### src/rtl/brcm_pkg.sv
// ----------------------------------------------------------------------------
// brcm_pkg
// Shared types and constants for the broadcast ring cursor manager.
// ----------------------------------------------------------------------------
package brcm_pkg;

    localparam int READER_SLOTS       = 8;
    localparam int SLOT_W             = 3;
    localparam int FRAME_HEADER_BYTES = 24;

    localparam logic [30:0] CAPACITY_RESET = 31'd65536;
    localparam logic [62:0] TIMEOUT_RESET  = 63'd300000000000;

    localparam logic [2:0] CMD_RESERVE    = 3'd0;
    localparam logic [2:0] CMD_COMMIT     = 3'd1;
    localparam logic [2:0] CMD_REGISTER   = 3'd2;
    localparam logic [2:0] CMD_UNREGISTER = 3'd3;
    localparam logic [2:0] CMD_POLL       = 3'd4;
    localparam logic [2:0] CMD_ADVANCE    = 3'd5;

    localparam logic [2:0] ST_OK        = 3'd0;
    localparam logic [2:0] ST_TOO_LARGE = 3'd1;
    localparam logic [2:0] ST_FULL      = 3'd2;
    localparam logic [2:0] ST_NO_DATA   = 3'd3;
    localparam logic [2:0] ST_LAPPED    = 3'd4;
    localparam logic [2:0] ST_NO_SLOT   = 3'd5;
    localparam logic [2:0] ST_STALE     = 3'd6;

    localparam logic CFG_CAPACITY = 1'b0;
    localparam logic CFG_TIMEOUT  = 1'b1;

    typedef enum logic [3:0] {
        S_IDLE,
        S_DECODE,
        S_CHECK,
        S_SCAN,
        S_SCAN_DONE,
        S_MOD,
        S_FINISH
    } t_state;

    // controller -> datapath commands
    typedef struct packed {
        logic load;       // capture input item
        logic decode;     // compute target/compares
        logic scan_start;
        logic scan_step;
        logic scan_end;   // latch minimum and recheck
        logic mod_start;
        logic mod_step;
        logic finish;     // apply state updates
        logic out_load;
    } t_cmd;

    // datapath -> controller status
    typedef struct packed {
        logic [2:0] command;
        logic       too_large;
        logic       need_scan;
        logic       scan_last;
        logic       need_mod;
        logic       mod_done;
    } t_stat;

endpackage

### src/rtl/brcm_ctrl.sv
// ----------------------------------------------------------------------------
// brcm_ctrl
// Sequencer: steps one request through decode, slot scan, modulo and update.
// ----------------------------------------------------------------------------
module brcm_ctrl (
    input  logic            i_clk,
    input  logic            i_rst_n,
    input  logic            i_valid,
    output logic            o_stall,
    output logic            o_valid,
    input  logic            i_stall,
    input  brcm_pkg::t_stat i_stat,
    output brcm_pkg::t_cmd  o_cmd,
    output logic            o_busy
);

    brcm_pkg::t_state r_state, n_state;
    logic r_out_valid, n_out_valid;

    always_ff @(posedge i_clk) begin
        if (!i_rst_n) begin
            r_state     <= brcm_pkg::S_IDLE;
            r_out_valid <= 1'b0;
        end else begin
            r_state     <= n_state;
            r_out_valid <= n_out_valid;
        end
    end

    always_comb begin
        n_state     = r_state;
        n_out_valid = r_out_valid;
        o_cmd       = '0;
        o_stall     = 1'b1;
        if (r_out_valid && !i_stall) n_out_valid = 1'b0;
        case (r_state)
            brcm_pkg::S_IDLE: begin
                o_stall = 1'b0;
                if (i_valid) begin
                    o_cmd.load = 1'b1;
                    n_state    = brcm_pkg::S_DECODE;
                end
            end
            brcm_pkg::S_DECODE: begin
                o_cmd.decode = 1'b1;
                n_state      = brcm_pkg::S_FINISH;
                if (i_stat.command == brcm_pkg::CMD_RESERVE ||
                    i_stat.command == brcm_pkg::CMD_POLL) begin
                    n_state = brcm_pkg::S_CHECK;
                end
            end
            brcm_pkg::S_CHECK: begin
                // decode flags are registered by now
                n_state = brcm_pkg::S_MOD;
                if (i_stat.command == brcm_pkg::CMD_RESERVE) begin
                    if (i_stat.too_large) begin
                        n_state = brcm_pkg::S_FINISH;
                    end else if (i_stat.need_scan) begin
                        o_cmd.scan_start = 1'b1;
                        n_state = brcm_pkg::S_SCAN;
                    end
                end
            end
            brcm_pkg::S_SCAN: begin
                o_cmd.scan_step = 1'b1;
                if (i_stat.scan_last) n_state = brcm_pkg::S_SCAN_DONE;
            end
            brcm_pkg::S_SCAN_DONE: begin
                o_cmd.scan_end = 1'b1;
                n_state        = brcm_pkg::S_MOD;
            end
            brcm_pkg::S_MOD: begin
                // start the modulo only when an offset is needed
                if (i_stat.need_mod) begin
                    o_cmd.mod_start = 1'b1;
                    n_state = brcm_pkg::S_FINISH;
                end else begin
                    n_state = brcm_pkg::S_FINISH;
                end
            end
            brcm_pkg::S_FINISH: begin
                o_cmd.mod_step = 1'b1;
                if (i_stat.mod_done && !(r_out_valid && i_stall)) begin
                    o_cmd.finish   = 1'b1;
                    o_cmd.out_load = 1'b1;
                    n_out_valid    = 1'b1;
                    n_state        = brcm_pkg::S_IDLE;
                end
            end
            default: n_state = brcm_pkg::S_IDLE;
        endcase
    end

    assign o_valid = r_out_valid;
    assign o_busy  = (r_state != brcm_pkg::S_IDLE) || r_out_valid;

endmodule

### config.mk
export PLATFORM = sky130hd
export DESIGN_NAME = brcm_ctrl
export DESIGN_NICKNAME = d
export VERILOG_FILES = /design/src/rtl/brcm_pkg.sv /design/src/rtl/brcm_ctrl.sv
export SDC_FILE = /design/constraint.sdc
export NUM_CORES = 1
export LEC_CHECK = 0
export BUFFER_PORTS_ARGS = -buffer_cell sky130_fd_sc_hd__buf_4
export CAP_MARGIN = 20
export CORE_AREA = 2 2 39 41
export CTS_CLUSTER_SIZE = 30
export DETAILED_ROUTE_END_ITERATION = 8
export DIE_AREA = 0 0 41 43
export SYNTH_ARGS = -nofsm -noshare
export SYNTH_HDL_FRONTEND = slang
export SYNTH_SLANG_ARGS = --single-unit
export TNS_END_PERCENT = 10
### constraint.sdc
create_clock -name i_clk -period 1.6 [get_ports i_clk]
set_input_delay 0.16 -clock i_clk [delete_from_list [all_inputs] [get_ports i_clk]]
set_output_delay 0.16 -clock i_clk [all_outputs]
set_load 0.01 [all_outputs]
Word-level counts from Yosys, hierarchy flattened:

Cells that the tools add are included.

* register bits after elaboration: 5
* bits of input ports: 12
* output and inout bits: 12
* word-level logic and storage cells: 48

* equal/unequal tests: 10
* multiplexer cells: 25
* reduce and logical (&&, ||, !) cells: 11

Operator list (count)
* case mux 4 bit (7 select lines): 1
* two-way mux 4 bit: 5
* two-way mux 1 bit: 15
* equality test 4 x 3 -> 1 bit, second input constant: 3
* two-way mux 3 bit: 3
* equality test 4 x 2 -> 1 bit, second input constant: 2
* != test 2 bit, second input constant: 3
* equality test 4 x 1 -> 1 bit, second input constant: 1
* logical NOT 4 bit: 1
* nonzero test 4 bit: 1
* equality test 3 bit, second input constant: 1
* logical AND 1 bit: 3
* logical NOT 3 bit: 1
* AND reduction 3 bit: 1
* logical NOT 1 bit: 2
* logical OR 1 bit: 2
* two-way mux 2 bit: 1

Depth between registers and ports, before layout:

* word-level depth: 5
* gate-level depth with buffers: 5
* depth with buffers taken out: 3

Worst setup path before layout:

Ideal clock, no wire load.

* path kind: reg2out
* start: register r_state[1]
* end: output o_cmd[1] in the netlist's numbering
* data arrival time: 1.128 ns
* required time: 1.440 ns
* slack: 0.312 ns
* cell stages (with the launch flop): 6
* buffers on the path: 3
* cell sequence: dfxtp_1 -> clkbuf_2 -> and3b_2 -> buf_2 -> and3_1 -> buf_4

RTL lines
* from (decl): line brcm_ctrl.sv:17 `brcm_pkg::t_state r_state, n_state;`
* from (signal assigned): line brcm_ctrl.sv:22 `r_state <= brcm_pkg::S_IDLE;`
* from (signal assigned): line brcm_ctrl.sv:25 `r_state <= n_state;`
* to (decl): line brcm_ctrl.sv:13 `output brcm_pkg::t_cmd o_cmd,`

Final worst setup path:

* start: register r_state[2]
* end: output o_busy

* cells in the longest elaborated chain, start to end: 2

RTL lines
* nonzero test 4 bit: line brcm_ctrl.sv:95 `assign o_busy = (r_state != brcm_pkg::S_IDLE) || r_out_valid;`
* logical OR 1 bit: line brcm_ctrl.sv:95
* to (decl): line brcm_ctrl.sv:14 `output logic o_busy`

Every way passes these cells.

==> reports/metrics.yaml <==
route:
  viasPerCell: 5.18
  ant_nets: 0
  dr.pass1.iters: 2
  wire_per_inst_um: 11.2
  vias: 435
  drtIter0Drc: 7
  routed_wl_um: 944
  drc: 0
sta:
  tightestPinTransition_ns: 0.298
  setup-violations-final: 0
  rsz0062_at_grt: "false"
  tns_ns: 0
  fmax_ghz: 0.658
  max-slew-margin-rel_pct: 79.9
  hold_viol_final: 0
  timing.final.crit_share_pct: 95.0
  slew_violations: 0
  period_minus_slack_ns: 1.52
  clock_skew_ns: 0.00539
cts:
  cts.clk_slew.worst_paths_ns: 0.04
  numCtsBuffers: 3
  cts.sinks: 4
  root_buffer: "clkbuf_4"
  cts_setup_buffers: 0
  clock_path_buffers: 2
  htree_num_levels: 1
  worstSkewPairLatency_ns: 0.24
  tritoncts: "built"
critical_path:
  endpoint_kind: "output pin"
  worstPathRequired_ns: 1.44
  arrival_ns: 1.36
  r2r_start: "r_state[1]$_SDFFE_PN0P_"
  cp_max_fo: 11
  rr_worst_depth: 3
  rrSetupSlack_ns: 0.35
  r2r_end: "r_state[2]$_SDFFE_PN0P_"
  worstSetupPathType: "register to output pin"
  startpoint_type: "register"
synthesis:
  synth.area.mux_share_pct: 0
  synth-xor-area-share_pct: 0
  yosys.cell_types.count: 27
  synthTopCellsByArea: "dfxtp_1 (23%), nor3_1 (8.5%), a21oi_1 (4.2%)"
  synth_edf_count: 0
  yosysSeqAreaShare_pct: 22.5
  async_flop_share_pct: 0
  ys_top_cells_by_count: "nor3_1 (6), dfxtp_1 (4), nand2_1 (4)"
  ys_seq_elements: 4
  synth_top_family_by_area: "compound AO/OA/AOI/OAI gates"
  synth_flop_cell: "dfxtp_1"
  synthAdderAreaFrac_pct: 0
  synthDominantCellAreaShare_pct: 22.5
  yosysMostFrequentCell: "nor3_1"
  synthesis.nets: 58
  synth-warning-count: 0
  synthSimpleGateAreaFrac_pct: 31.0
  synth_top_area_cell: "dfxtp_1"
  netlist_area_um2: 355
  synth_compound_area_share_pct: 33.1
  syn_area_per_cell_um2: 7.72
  syn_inst: 46
final_layout:
  utilization_pct: 39.3
  drive_above_1_share_pct: 52.9
  seq_area_um2: 82.6
  antenna_cells: 0
  nFillCells: 143
  area_growth_pct: 53.2
  fin_nets: 82
  multi_input_area_um2: 228
placed_design:
  hpwl_um: 783
  place_congestion: 0.716
  portBuffers: 23
hold_path:
  hold-path-endpoint: "r_state[0]$_SDFFE_PN0P_"
  hold_depth: 3
  hold_path.class: "input pin to register"
  min_from: "i_rst_n"
outcome:
  outcome: "complete, no violations"
floorplanning:
  coreArea_um2: 1380
  core.rowCount: 14
  dieHeight_um: 43
  io_pins: 24
  dieWidth_um: 41
  initial_core_util_pct: 25.7
  design.die.area_um2: 1760
global_route:
  grt_max_degree: 12
  gr-total-overflow: 0
  antenna_found_initial: 0
  grt_pass1_wl_mm: 1.50
  grt_pass1_vias: 365
  gr-usage-all-layers_pct: 12.3
pwr:
  cellLeakagePower_nw: 0.251
  irDropWorstVdd_mv: 0.350
  power_density_nw_per_um2: 1130
job:
  cap_violations: 0
==> layout by cell type, fill, tap and decap left out <==
cell,Yosys,final
and4bb_2,1,1
a221oi_2,1,1
a32o_1,1,1
a21boi_0,1,1
and3_1,2,2
o21ai_0,2,2
nor3_1,6,6
a21bo_2,1,1
o2111ai_1,1,1
nand2_1,4,4
o21ai_2,1,1
nor2_1,2,2
o311ai_0,1,1
dfxtp_2,0,2
and3b_2,1,1
or3_4,1,1
o22ai_1,1,1
inv_1,3,3
a22oi_1,1,1
dfxtp_1,4,2
or2_1,1,1
nand3_1,1,1
buf_4,2,24
a211o_2,1,1
clkbuf_4,0,3
a21oi_1,3,3
==> critical path: stages (launching register included) <==
cell	delay (ns)
dfxtp_2	0.36
or3_4	0.41
or2_1	0.21
buf_4	0.14
==> per-layer routing <==
layer | share of wire [%] | up-vias | wire [µm] | track usage (%)
li1 | - | 217 | - | -
met1 | 42 | 194 | 401 | 16.5
met2 | 45 | 22 | 421 | 18.1
met3 | 11 | 2 | 105 | 2.09
met4 | 1.7 | 0 | 16 | 6.00
met5 | 0 | - | 0 | 0
==> power by group <==
part           internal [W]  switching, W
Sequential         0.000126     0.0000517
Combinational      0.000170      0.000140
Clock             0.0000840     0.0000425
Total              0.000379      0.000234
==> metrics by stage <==
step | hold WS [ns] | instance area [µm²] | cells | total power [W] | worst slack [ns]
6_report | 0.195 | 544 | 84 | 0.000613 | 0.0797
5_1_grt | 0.209 | 544 | 84 | 0.000661 | 0.0432
4_1_cts | 0.197 | 542 | 84 | 0.000616 | 0.0159
3_5_place_dp | 0.447 | 519 | 81 | 0.000486 | 0.269
3_3_place_gp | 0.445 | 519 | 81 | 0.000481 | 0.293
2_1_floorplan | 0.295 | 355 | 46 | 0.000378 | 0.312
==> registers in the layout (all words and copies together), names as in the netlist <==
register and count:
r_state 3, o_valid 1
==> cells by family after synthesis <==
| group | Yosys count |
|---|---|
| compound gates | 15 |
| buf+inv | 8 |
| flops | 4 |
| simple gates | 19 |
==> timing repair <==
action | in CTS | in global routing
setup endpoints to repair | 0 | 1
hold endpoints to repair | 0 | 0
hold buffers | 0 | 0
gates resized for setup | 0 | 2
==> how the worst max path moves through the flow <==
stage	startpoint	to	slack, ns
3_3_place_gp	r_state[2]$_SDFFE_PN0P_	o_busy	0.29
6_report	r_state[2]$_SDFFE_PN0P_	o_busy	0.08
4_1_cts	r_state[2]$_SDFFE_PN0P_	o_busy	0.02
5_1_grt	r_state[2]$_SDFFE_PN0P_	o_busy	0.04
3_5_place_dp	r_state[2]$_SDFFE_PN0P_	o_busy	0.27
2_1_floorplan	r_state[1]$_SDFFE_PN0P_	o_cmd[1]	0.31
==> layout make-up <==
| type | instances | area share (%) |
|---|---|---|
| multi-input combinational | 34 | 41.8 |
| tap | 16 | 3.68 |
| clock buffer | 3 | 4.14 |
| timing repair buffer | 24 | 33.1 |
| inverter | 3 | 2.07 |
| sequential | 4 | 15.2 |
Note: power is estimated with default switching activity, not from simulation.
