===== src/rtl/brcm_pkg.sv =====
// ----------------------------------------------------------------------------
// brcm_pkg
// Shared types and constants for the broadcast ring cursor manager.
// ----------------------------------------------------------------------------
package brcm_pkg;

    localparam int READER_SLOTS       = 8;
    localparam int SLOT_W             = 3;
    localparam int FRAME_HEADER_BYTES = 24;

    localparam logic [30:0] CAPACITY_RESET = 31'd65536;
    localparam logic [62:0] TIMEOUT_RESET  = 63'd300000000000;

    localparam logic [2:0] CMD_RESERVE    = 3'd0;
    localparam logic [2:0] CMD_COMMIT     = 3'd1;
    localparam logic [2:0] CMD_REGISTER   = 3'd2;
    localparam logic [2:0] CMD_UNREGISTER = 3'd3;
    localparam logic [2:0] CMD_POLL       = 3'd4;
    localparam logic [2:0] CMD_ADVANCE    = 3'd5;

    localparam logic [2:0] ST_OK        = 3'd0;
    localparam logic [2:0] ST_TOO_LARGE = 3'd1;
    localparam logic [2:0] ST_FULL      = 3'd2;
    localparam logic [2:0] ST_NO_DATA   = 3'd3;
    localparam logic [2:0] ST_LAPPED    = 3'd4;
    localparam logic [2:0] ST_NO_SLOT   = 3'd5;
    localparam logic [2:0] ST_STALE     = 3'd6;

    localparam logic CFG_CAPACITY = 1'b0;
    localparam logic CFG_TIMEOUT  = 1'b1;

    typedef enum logic [3:0] {
        S_IDLE,
        S_DECODE,
        S_CHECK,
        S_SCAN,
        S_SCAN_DONE,
        S_MOD,
        S_FINISH
    } t_state;

    // controller -> datapath commands
    typedef struct packed {
        logic load;       // capture input item
        logic decode;     // compute target/compares
        logic scan_start;
        logic scan_step;
        logic scan_end;   // latch minimum and recheck
        logic mod_start;
        logic mod_step;
        logic finish;     // apply state updates
        logic out_load;
    } t_cmd;

    // datapath -> controller status
    typedef struct packed {
        logic [2:0] command;
        logic       too_large;
        logic       need_scan;
        logic       scan_last;
        logic       need_mod;
        logic       mod_done;
    } t_stat;

endpackage


===== src/rtl/brcm_datapath.sv =====
// ----------------------------------------------------------------------------
// brcm_datapath
// Cursors, reader slot file, min scan and a bit-serial modulo unit.
// ----------------------------------------------------------------------------
module brcm_datapath (
    input  logic            i_clk,
    input  logic            i_rst_n,
    input  brcm_pkg::t_cmd  i_cmd,
    output brcm_pkg::t_stat o_stat,
    input  logic            i_cfg_we,
    input  logic            i_cfg_sel,
    input  logic [62:0]     i_cfg_data,
    input  logic [2:0]      i_command,
    input  logic [30:0]     i_payload_size,
    input  logic [2:0]      i_reader_slot,
    input  logic [31:0]     i_reader_generation,
    input  logic [63:0]     i_reader_position,
    input  logic [30:0]     i_advance_bytes,
    input  logic [62:0]     i_now_ns,
    output logic [2:0]      o_status,
    output logic [29:0]     o_ring_offset,
    output logic [63:0]     o_cursor_out,
    output logic [2:0]      o_slot_out,
    output logic [31:0]     o_generation_out
);

    localparam int NS = brcm_pkg::READER_SLOTS;
    localparam int SW = brcm_pkg::SLOT_W;

    logic [30:0] r_capacity;
    logic [62:0] r_timeout;
    logic [63:0] r_producer, r_published, r_cached_min, r_pending;
    logic [NS-1:0] r_active;
    logic [63:0] r_slot_pos [NS];
    logic [62:0] r_slot_hb  [NS];
    logic [31:0] r_slot_gen [NS];

    // captured request
    logic [2:0]  r_cmd;
    logic [2:0]  r_slot;
    logic [31:0] r_rgen;
    logic [63:0] r_rpos;
    logic [30:0] r_adv;
    logic [62:0] r_now;

    logic [31:0] r_need;
    logic [63:0] r_target;
    logic        r_too_large, r_need_scan, r_full;
    logic [SW-1:0] r_idx;
    logic [63:0] r_min;

    // modulo unit: restoring, one bit per cycle
    logic [63:0] r_mod_dvd;
    logic [30:0] r_mod_rem;
    logic [6:0]  r_mod_cnt;
    logic        r_mod_busy;

    logic [31:0] need_c;
    logic [63:0] target_c;
    logic [63:0] gap_c;
    logic [31:0] rem_shift;
    logic [31:0] rem_sub;
    logic        hb_expired;
    logic [62:0] hb_age;
    logic        free_found;
    logic [SW-1:0] free_idx;
    logic [63:0] npos;

    assign need_c   = 32'(brcm_pkg::FRAME_HEADER_BYTES) +
                      ({1'b0, i_payload_size} + 32'd7 & ~32'd7);
    assign target_c = r_producer + 64'(need_c);
    assign gap_c    = r_target - r_min;
    assign hb_age   = r_now - r_slot_hb[r_idx];
    assign hb_expired = (r_now > r_slot_hb[r_idx]) && (hb_age > r_timeout);
    assign rem_shift = {r_mod_rem, r_mod_dvd[63]};
    assign rem_sub   = rem_shift - {1'b0, r_capacity};
    assign npos      = r_rpos + 64'(r_adv);

    always_comb begin
        free_found = 1'b0;
        free_idx   = '0;
        for (int k = NS - 1; k >= 0; k--) begin
            if (!r_active[k]) begin
                free_found = 1'b1;
                free_idx   = SW'(k);
            end
        end
    end

    always_comb begin
        o_stat.command   = r_cmd;
        o_stat.too_large = r_too_large;
        o_stat.need_scan = r_need_scan;
        o_stat.scan_last = (r_idx == SW'(NS - 1));
        o_stat.need_mod  = (r_cmd == brcm_pkg::CMD_RESERVE && !r_too_large && !r_full) ||
                           (r_cmd == brcm_pkg::CMD_POLL && r_rpos < r_published &&
                            !(r_producer - r_rpos > 64'(r_capacity)));
        o_stat.mod_done  = !r_mod_busy;
    end

    always_ff @(posedge i_clk) begin
        if (!i_rst_n) begin
            r_capacity   <= brcm_pkg::CAPACITY_RESET;
            r_timeout    <= brcm_pkg::TIMEOUT_RESET;
            r_producer   <= '0;
            r_published  <= '0;
            r_cached_min <= '0;
            r_pending    <= '0;
            r_active     <= '0;
            r_mod_busy   <= 1'b0;
            for (int k = 0; k < NS; k++) begin
                r_slot_pos[k] <= '0;
                r_slot_hb[k]  <= '0;
                r_slot_gen[k] <= '0;
            end
        end else begin
            if (i_cfg_we) begin
                if (i_cfg_sel == brcm_pkg::CFG_CAPACITY) r_capacity <= i_cfg_data[30:0];
                else r_timeout <= i_cfg_data;
            end
            if (i_cmd.load) begin
                r_cmd   <= i_command;
                r_slot  <= i_reader_slot;
                r_rgen  <= i_reader_generation;
                r_rpos  <= i_reader_position;
                r_adv   <= i_advance_bytes;
                r_now   <= i_now_ns;
                r_need  <= need_c;
                r_full  <= 1'b0;
            end
            if (i_cmd.decode) begin
                r_target    <= r_producer + 64'(r_need);
                r_too_large <= r_need > {1'b0, r_capacity};
                r_need_scan <= (r_producer + 64'(r_need) - r_cached_min) > 64'(r_capacity);
                r_min       <= r_producer + 64'(r_need);
            end
            if (i_cmd.scan_start) r_idx <= '0;
            if (i_cmd.scan_step) begin
                if (r_active[r_idx]) begin
                    if (hb_expired) r_active[r_idx] <= 1'b0;
                    else if (r_slot_pos[r_idx] < r_min) r_min <= r_slot_pos[r_idx];
                end
                r_idx <= r_idx + SW'(1);
            end
            if (i_cmd.scan_end) begin
                r_cached_min <= r_min;
                r_full       <= gap_c > 64'(r_capacity);
            end
            if (i_cmd.mod_start) begin
                r_mod_dvd  <= (r_cmd == brcm_pkg::CMD_POLL) ? r_rpos : r_producer;
                r_mod_rem  <= '0;
                r_mod_cnt  <= 7'd64;
                r_mod_busy <= 1'b1;
            end else if (r_mod_busy && i_cmd.mod_step) begin
                if (!rem_sub[31]) r_mod_rem <= rem_sub[30:0];
                else r_mod_rem <= rem_shift[30:0];
                r_mod_dvd <= {r_mod_dvd[62:0], 1'b0};
                r_mod_cnt <= r_mod_cnt - 7'd1;
                if (r_mod_cnt == 7'd1) r_mod_busy <= 1'b0;
            end
            if (i_cmd.finish) begin
                case (r_cmd)
                    brcm_pkg::CMD_RESERVE: begin
                        if (!r_too_large && !r_full) begin
                            r_pending  <= r_target;
                            r_producer <= r_target;
                        end
                    end
                    brcm_pkg::CMD_COMMIT: r_published <= r_pending;
                    brcm_pkg::CMD_REGISTER: begin
                        if (free_found) begin
                            r_active[free_idx]   <= 1'b1;
                            r_slot_gen[free_idx] <= r_slot_gen[free_idx] + 32'd1;
                            r_slot_pos[free_idx] <= r_rpos;
                            r_slot_hb[free_idx]  <= r_now;
                        end
                    end
                    brcm_pkg::CMD_UNREGISTER: r_active[r_slot] <= 1'b0;
                    brcm_pkg::CMD_ADVANCE: begin
                        if (r_slot_gen[r_slot] == r_rgen) begin
                            r_slot_pos[r_slot] <= npos;
                            r_slot_hb[r_slot]  <= r_now;
                        end
                    end
                    default: ;
                endcase
            end
        end
    end

    // result register
    always_ff @(posedge i_clk) begin
        if (i_cmd.out_load) begin
            o_status         <= brcm_pkg::ST_OK;
            o_ring_offset    <= '0;
            o_cursor_out     <= '0;
            o_slot_out       <= '0;
            o_generation_out <= '0;
            case (r_cmd)
                brcm_pkg::CMD_RESERVE: begin
                    if (r_too_large) o_status <= brcm_pkg::ST_TOO_LARGE;
                    else if (r_full) o_status <= brcm_pkg::ST_FULL;
                    else begin
                        o_ring_offset <= r_mod_rem[29:0];
                        o_cursor_out  <= r_target;
                    end
                end
                brcm_pkg::CMD_COMMIT: o_cursor_out <= r_pending;
                brcm_pkg::CMD_REGISTER: begin
                    if (free_found) begin
                        o_slot_out       <= free_idx;
                        o_generation_out <= r_slot_gen[free_idx] + 32'd1;
                    end else begin
                        o_status <= brcm_pkg::ST_NO_SLOT;
                    end
                end
                brcm_pkg::CMD_POLL: begin
                    if (r_rpos >= r_published) o_status <= brcm_pkg::ST_NO_DATA;
                    else if (r_producer - r_rpos > 64'(r_capacity))
                        o_status <= brcm_pkg::ST_LAPPED;
                    else begin
                        o_ring_offset <= r_mod_rem[29:0];
                        o_cursor_out  <= r_rpos;
                    end
                end
                brcm_pkg::CMD_ADVANCE: begin
                    o_cursor_out <= npos;
                    if (r_slot_gen[r_slot] != r_rgen) o_status <= brcm_pkg::ST_STALE;
                end
                default: ;
            endcase
        end
    end

endmodule


===== config.mk =====
export PLATFORM = sky130hd
export DESIGN_NAME = brcm_datapath
export DESIGN_NICKNAME = d
export VERILOG_FILES = /design/src/rtl/brcm_pkg.sv /design/src/rtl/brcm_datapath.sv
export SDC_FILE = /design/constraint.sdc
export NUM_CORES = 2
export LEC_CHECK = 0
export ABC_CLOCK_PERIOD_IN_PS = 9800
export BUFFER_PORTS_ARGS = -buffer_cell sky130_fd_sc_hd__buf_2
export CORE_MARGIN = 1.5
export CORE_UTILIZATION = 47
export DETAILED_ROUTE_END_ITERATION = 7
export PLACE_DENSITY = 0.76
export REMOVE_ABC_BUFFERS = 1
export SLEW_MARGIN = 20
export SYNTH_ARGS = -nofsm -noshare
export SYNTH_HDL_FRONTEND = slang
export SYNTH_SLANG_ARGS = --single-unit

===== constraint.sdc =====
create_clock -name i_clk -period 9.8 [get_ports i_clk]
set_clock_uncertainty 0.1 [all_clocks]
set_input_delay 0.49 -clock i_clk [delete_from_list [all_inputs] [get_ports i_clk]]
set_output_delay 0.49 -clock i_clk [all_outputs]
set_load 0.01 [all_outputs]

# Word-level counts from Yosys, hierarchy flattened
# Memory sizes are Yosys's and may differ from the RTL's. A register that Yosys moved wholly into a read port is not among the register bits.
# Index checks and enable logic that the tools add are counted.
[word_totals] inputBits=303 mem_count=3 word_cells=204 output_inout_bits=140 ff_bits=891 mem_bits_rw=1272
[memory_table] memory="r_slot_pos" words=8 word_bits=64 read_ports=1 rd_clocked_by_memory_dff=1 wr=8 line_no="brcm_datapath.sv:34" text="logic [63:0] r_slot_pos [NS];"
[memory_table] memory="r_slot_hb" words=8 word_bits=63 read_ports=1 rd_clocked_by_memory_dff=1 wr=8 line_no="brcm_datapath.sv:35" text="logic [62:0] r_slot_hb [NS];"
[memory_table] memory="r_slot_gen" words=8 word_bits=32 read_ports=2 rd_clocked_by_memory_dff=1 wr=8 line_no="brcm_datapath.sv:36" text="logic [31:0] r_slot_gen [NS];"
[classes] bitwise_logic=6 magnitude_cmp=15 n_reduce_logical=36 muxes=95 add_sub_neg=12 n_eq_ne=9
[op_table] operator="two-way mux 64 bit" n=14
[op_table] operator="case mux 64 bit (4 select lines)" n=1
[op_table] operator="> comparator 64 x 31 -> 1 bit" n=3
[op_table] operator="subtractor 64 bit" n=3
[op_table] operator="< comparator 64 bit" n=2
[op_table] operator="OR reduction 64 bit" n=2
[op_table] operator="> comparator 63 bit" n=2
[op_table] operator="two-way mux 63 bit" n=2
[op_table] operator="OR reduction 63 bit" n=2
[op_table] operator="two-way mux 30 bit" n=4
[op_table] operator="two-way mux 3 bit" n=22
[op_table] operator="adder 64 x 31 -> 64 bit" n=1
[op_table] operator="adder 64 x 32 -> 64 bit" n=1
[op_table] operator="greater-or-equal comparator 64 bit" n=1
[op_table] operator="subtractor 63 bit" n=1
[op_table] operator="two-way mux 31 bit" n=2
[op_table] operator="case mux 30 bit (2 select lines)" n=1
[op_table] operator="two-way mux 8 bit" n=6
[op_table] operator="two-way mux 1 bit" n=33
[op_table] operator="adder 31 x 3 -> 32 bit, second input constant" n=1
[op_table] operator="adder 32 x 1 -> 32 bit, second input constant" n=1
[op_table] operator="adder 5 x 32 -> 32 bit, first input constant" n=1
[op_table] operator="== test 32 bit" n=1
[op_table] operator="> comparator 32 x 31 -> 1 bit" n=1
[op_table] operator="other kinds (29)" n=65

# Longest topological paths before layout
[depth] word_depth=16 mapped_depth=37 depth_no_buf=35

# Least setup slack after synthesis
# OpenSTA, ideal clock, no wires.
[synth_timing] path_type="reg-to-reg" start="register with a tool-made name" end="register r_min[60], data pin" setup_slack_ns=0.518 stages_incl_launch_ff=37 t_required_ns=9.440 period_less_slack_ns=9.282 setup_time_ns=0.260 arrival_time_ns=8.923 path_buffers=6 cell_sequence="dfxtp_1 > clkbuf_1 > clkbuf_1 > clkbuf_1 > clkbuf_1 > buf_1 > mux4_2 > mux2i_1 > ha_1 > nor2b_1 > o21ai_0 > a21oi_1 > o21bai_1 > a21oi_1 > o21ai_0 > nand3_1 > and2_1 > a31oi_1 > o21ai_0 > a2111o_1 > and4_1 > or3_1 > ha_1 > a21o_1 > a21o_1 > a21oi_1 > o21ai_0 > a21oi_1 > o221ai_1 > a21oi_1 > o21a_1 > nor2_1 > nand2_1 > o211ai_1 > nor2_1 > clkbuf_1 > mux2_2"
[synth_lines] element="end signal, assigned" line_no="brcm_datapath.sv:135" text="r_min <= r_producer + 64'(r_need);"
[synth_lines] element="end signal, assigned" line_no="brcm_datapath.sv:141" text="else if (r_slot_pos[r_idx] < r_min) r_min <= r_slot_pos[r_idx];"
[synth_lines] element="end, declared" line_no="brcm_datapath.sv:50" text="logic [63:0] r_min;"

==> out/results.txt <==
Synth Flop Type - edfxtp_1
Nets - 12,547
Clock Tree Buf Depth - 3
CTS tree - yes
WHS - 63.4 ps
F_max - 0.110 GHz
Die width - 511 um
Min-Delay Startpoint - i_cmd[6]
Slew margin rel. - 18.9%
Class of the worst hold path - in2reg
LEAKAGE - 0.0522 uW
Setup Buffers After CTS - 0
CP max FO - 75
Root Driver - clkbuf_16
Clk Latency, worst-skew pair - 940 ps
Placed Instances - 14,436
VDD IR max - 0.201 mV
Site Rows - 186
Via count - 94,007
Synth unique cells - 83
Grt ovf - 0
CP endpoint kind - flop
WP data required - 10,310 ps
Vias in the first global route - 92,280
Worst Hold Path EP - r_idx[0]$_DFFE_PP_
# IOs - 443
Tot GR Track Use - 29.5%
Number of cells on the critical path - 33
Max Slew Vio Count - 0
Hold Fails Final Rpt - 0
Post-synth EDFFs - 1,865
First-pass detailed-route iteration total - 8
Drc violations - 0
Cts bufs inserted - 225
Final setup viols - 0
Starting Density - 47.3%
CTS clock-pin slew for the worst setup and hold paths - 60 ps
Avg Vias per Cell - 6.20
Max Cap Violations - 0
Async SR Flop Fraction - 0%
R2R Setup Slk - 670 ps
Core box area - 257,000 um2
Status - complete, no violations
Met3 Use GR - 6.13%
CP Class - reg2reg
Unrepaired setup endpoints after global routing - false
Final HPWL DP - 274,000 um
Syn. warnings - 0
Min Tclk post-route - 9130 ps
CP most frequent cell - a21o_1
CP max-delay cell - nor4_1
GR Util met1 - 41.2%
Largest delay share family, worst path - compound AO/OA/AOI/OAI gates
Mapped Area - 121,000 um2
Post-synthesis sequential area ratio - 51.1%
Die H - 511 um
Final period util - 93.1%
Routed WL - 398,000 um
First-pass GRT wire length - 583,000 um
Non-Filler Instances - 15,166
#FFs+latches synth - 2,166
Buf/Inv on CP - 3
CTS Sinks - 2,166
Number of routed nets with antenna violations - 0
Syn Area/Cell - 11.1 um2
P per Cell Area - 175 nW/um2
Reg2reg end - r_min[20]$_DFFE_PP_
Gate Count Post-Synth - 10,979
Syn-to-layout area delta - 14.3%
Initial antenna violation count - 10
Worst Tran Pin Value - 1200 ps
Hold Path Depth - 3
R2R cell count - 33
Layout cells sized above 1 - 13.4%
Die ar. - 262,000 um2
CP max stage delay - 600 ps
Largest net degree at the start of global routing - 150
Port Buffer Count - 442
H-Tree Level Count - 4
WP data arrival - 9640 ps
Average wire per standard cell - 26.2 um
M2 GR Usage - 45.1%
1st-iter DRT viols - 12,092
Worst Setup Start Kind - flop
GR peak layer - met2
GP Congestion - 0.994
==> how the worst max path moves through the flow <==
stage / end / from / slack, ps
floorplan: r_min[10]$_DFFE_PP_ / flop / -9840
global placement: r_min[2]$_DFFE_PP_ / flop / 800
detailed placement: r_min[7]$_DFFE_PP_ / flop / 830
CTS: r_min[20]$_DFFE_PP_ / flop / 750
global route: r_min[18]$_DFFE_PP_ / flop / 200
finish: r_min[20]$_DFFE_PP_ / flop / 670
==> synthesized netlist by cell type (all sizes together), types with 20 or more instances <==
cell     instances  area [um2]
buf             79         363
and3            61         382
nand2b          65         407
edfxtp        1865       56000
o221ai          20         175
inv            478        1790
a31oi          116         726
nand4          147         920
nor2          1225        4600
ha             662        8280
o21ai          345        1730
mux2           129        1450
a2111oi         23         201
a21oi          548        2740
or2             23         144
o211ai          63         473
a222oi          33         330
o21bai          57         428
o31ai           35         263
o311ai          26         228
o21a            55         413
nand3          138         691
a22oi           53         398
mux2i          258        2580
xor2           140        1230
nor4            47         294
a221oi          38         333
xnor2          289        2530
o22ai           30         188
and2            43         269
a21boi         232        1750
nor3           125         626
nand2         1123        4220
or3             32         200
nor2b          722        4570
mux4           319        7180
and4            23         201
dfxtp          301        6030
a21o           288        2160
clkbuf         478        1800
a211oi          44         330
==> placed cells by master (no fill, tap or decap), types with 172 or more instances in the layout <==
cell type / instances
a21o_1: 288
nor2_1: 1221
a21boi_0: 228
ha_1: 662
nand2_1: 1106
dfxtp_1: 295
a21oi_1: 545
nor2b_1: 697
mux2i_1: 242
dlygate4sd3_1: 296
inv_1: 477
clkbuf_16: 229
edfxtp_1: 1865
o21ai_0: 322
buf_4: 172
mux4_2: 319
buf_2: 437
xnor2_1: 275
==> sequential cells by signal (all words and copies together), names as in the netlist, 64 cells and up, named ones only <==
| signal | cells |
|---|---|
| r_mod_dvd | 64 |
| r_published | 64 |
| r_slot_gen | 256 |
| r_pending | 64 |
| r_target | 64 |
| r_min | 64 |
| r_cached_min | 64 |
| r_slot_hb | 504 |
| r_rpos | 64 |
| r_slot_pos | 512 |
| o_cursor_out | 64 |
==> metrics by stage <==
stage | TNS [ps] | total power [uW] | setup WS [ps] | cell area, um2 | util (%)
3_5_place_dp | 0 | 15100 | 830 | 128000 | 49.7
3_3_place_gp | 0 | 15000 | 798 | 128000 | 49.7
2_1_floorplan | -8533340 | 13800 | -9840 | 119000 | -
5_1_grt | 0 | 25100 | 201 | 139000 | 54.0
4_1_cts | 0 | 24200 | 749 | 139000 | 54.0
6_report | 0 | 24300 | 673 | 139000 | 54.0
==> metal layers <==
| metal | up-vias | wire length (um) |
|---|---|---|
| met2 | 5564 | 175000 |
| met3 | 787 | 43300 |
| met1 | 46264 | 164000 |
| met4 | 4 | 15900 |
| li1 | 41388 | - |
| met5 | - | 23 |
==> worst min-delay path, cell delays in order <==
cell,delay [ps]
buf_2,70
o21ai_0,170
inv_1,170
==> where the power goes <==
| part | internal (uW) | total [uW] | leakage (uW) | switching [uW] |
|---|---|---|---|---|
| Combinational | 1780 | 4350 | 0.0271 | 2570 |
| Clock | 5290 | 9170 | 0.00381 | 3880 |
| Sequential | 10400 | 10700 | 0.0213 | 326 |
==> repair_timing <==
item	in CTS	in global routing
gates resized for setup	0	0
endpoints found under the hold margin	393	0
hold buffers	296	0
==> cell families after synthesis <==
kind of cell             after synthesis  synth area share (%)
XOR/XNOR                             429                  3.09
buffers and inverters               1038                  3.26
AO/OA/AOI/OAI                       2140                  11.6
flip-flops                          2166                  51.1
AND/OR/NAND/NOR                     3831                  14.8
adder cells (fa/ha/maj)              669                  6.93
multiplexers                         706                  9.23
==> area by class of cell <==
class,instances,area [um2]
diodes,6,15.0
clock buffers,290,6040
clock inverters,138,1900
fillers,21425,118000
inverters,481,1810
multi-input cells,7775,56000
flip-flops and latches,2166,62000
well taps,3384,4230
repair buffers,926,6850
(Power assumes the default switching activity.)
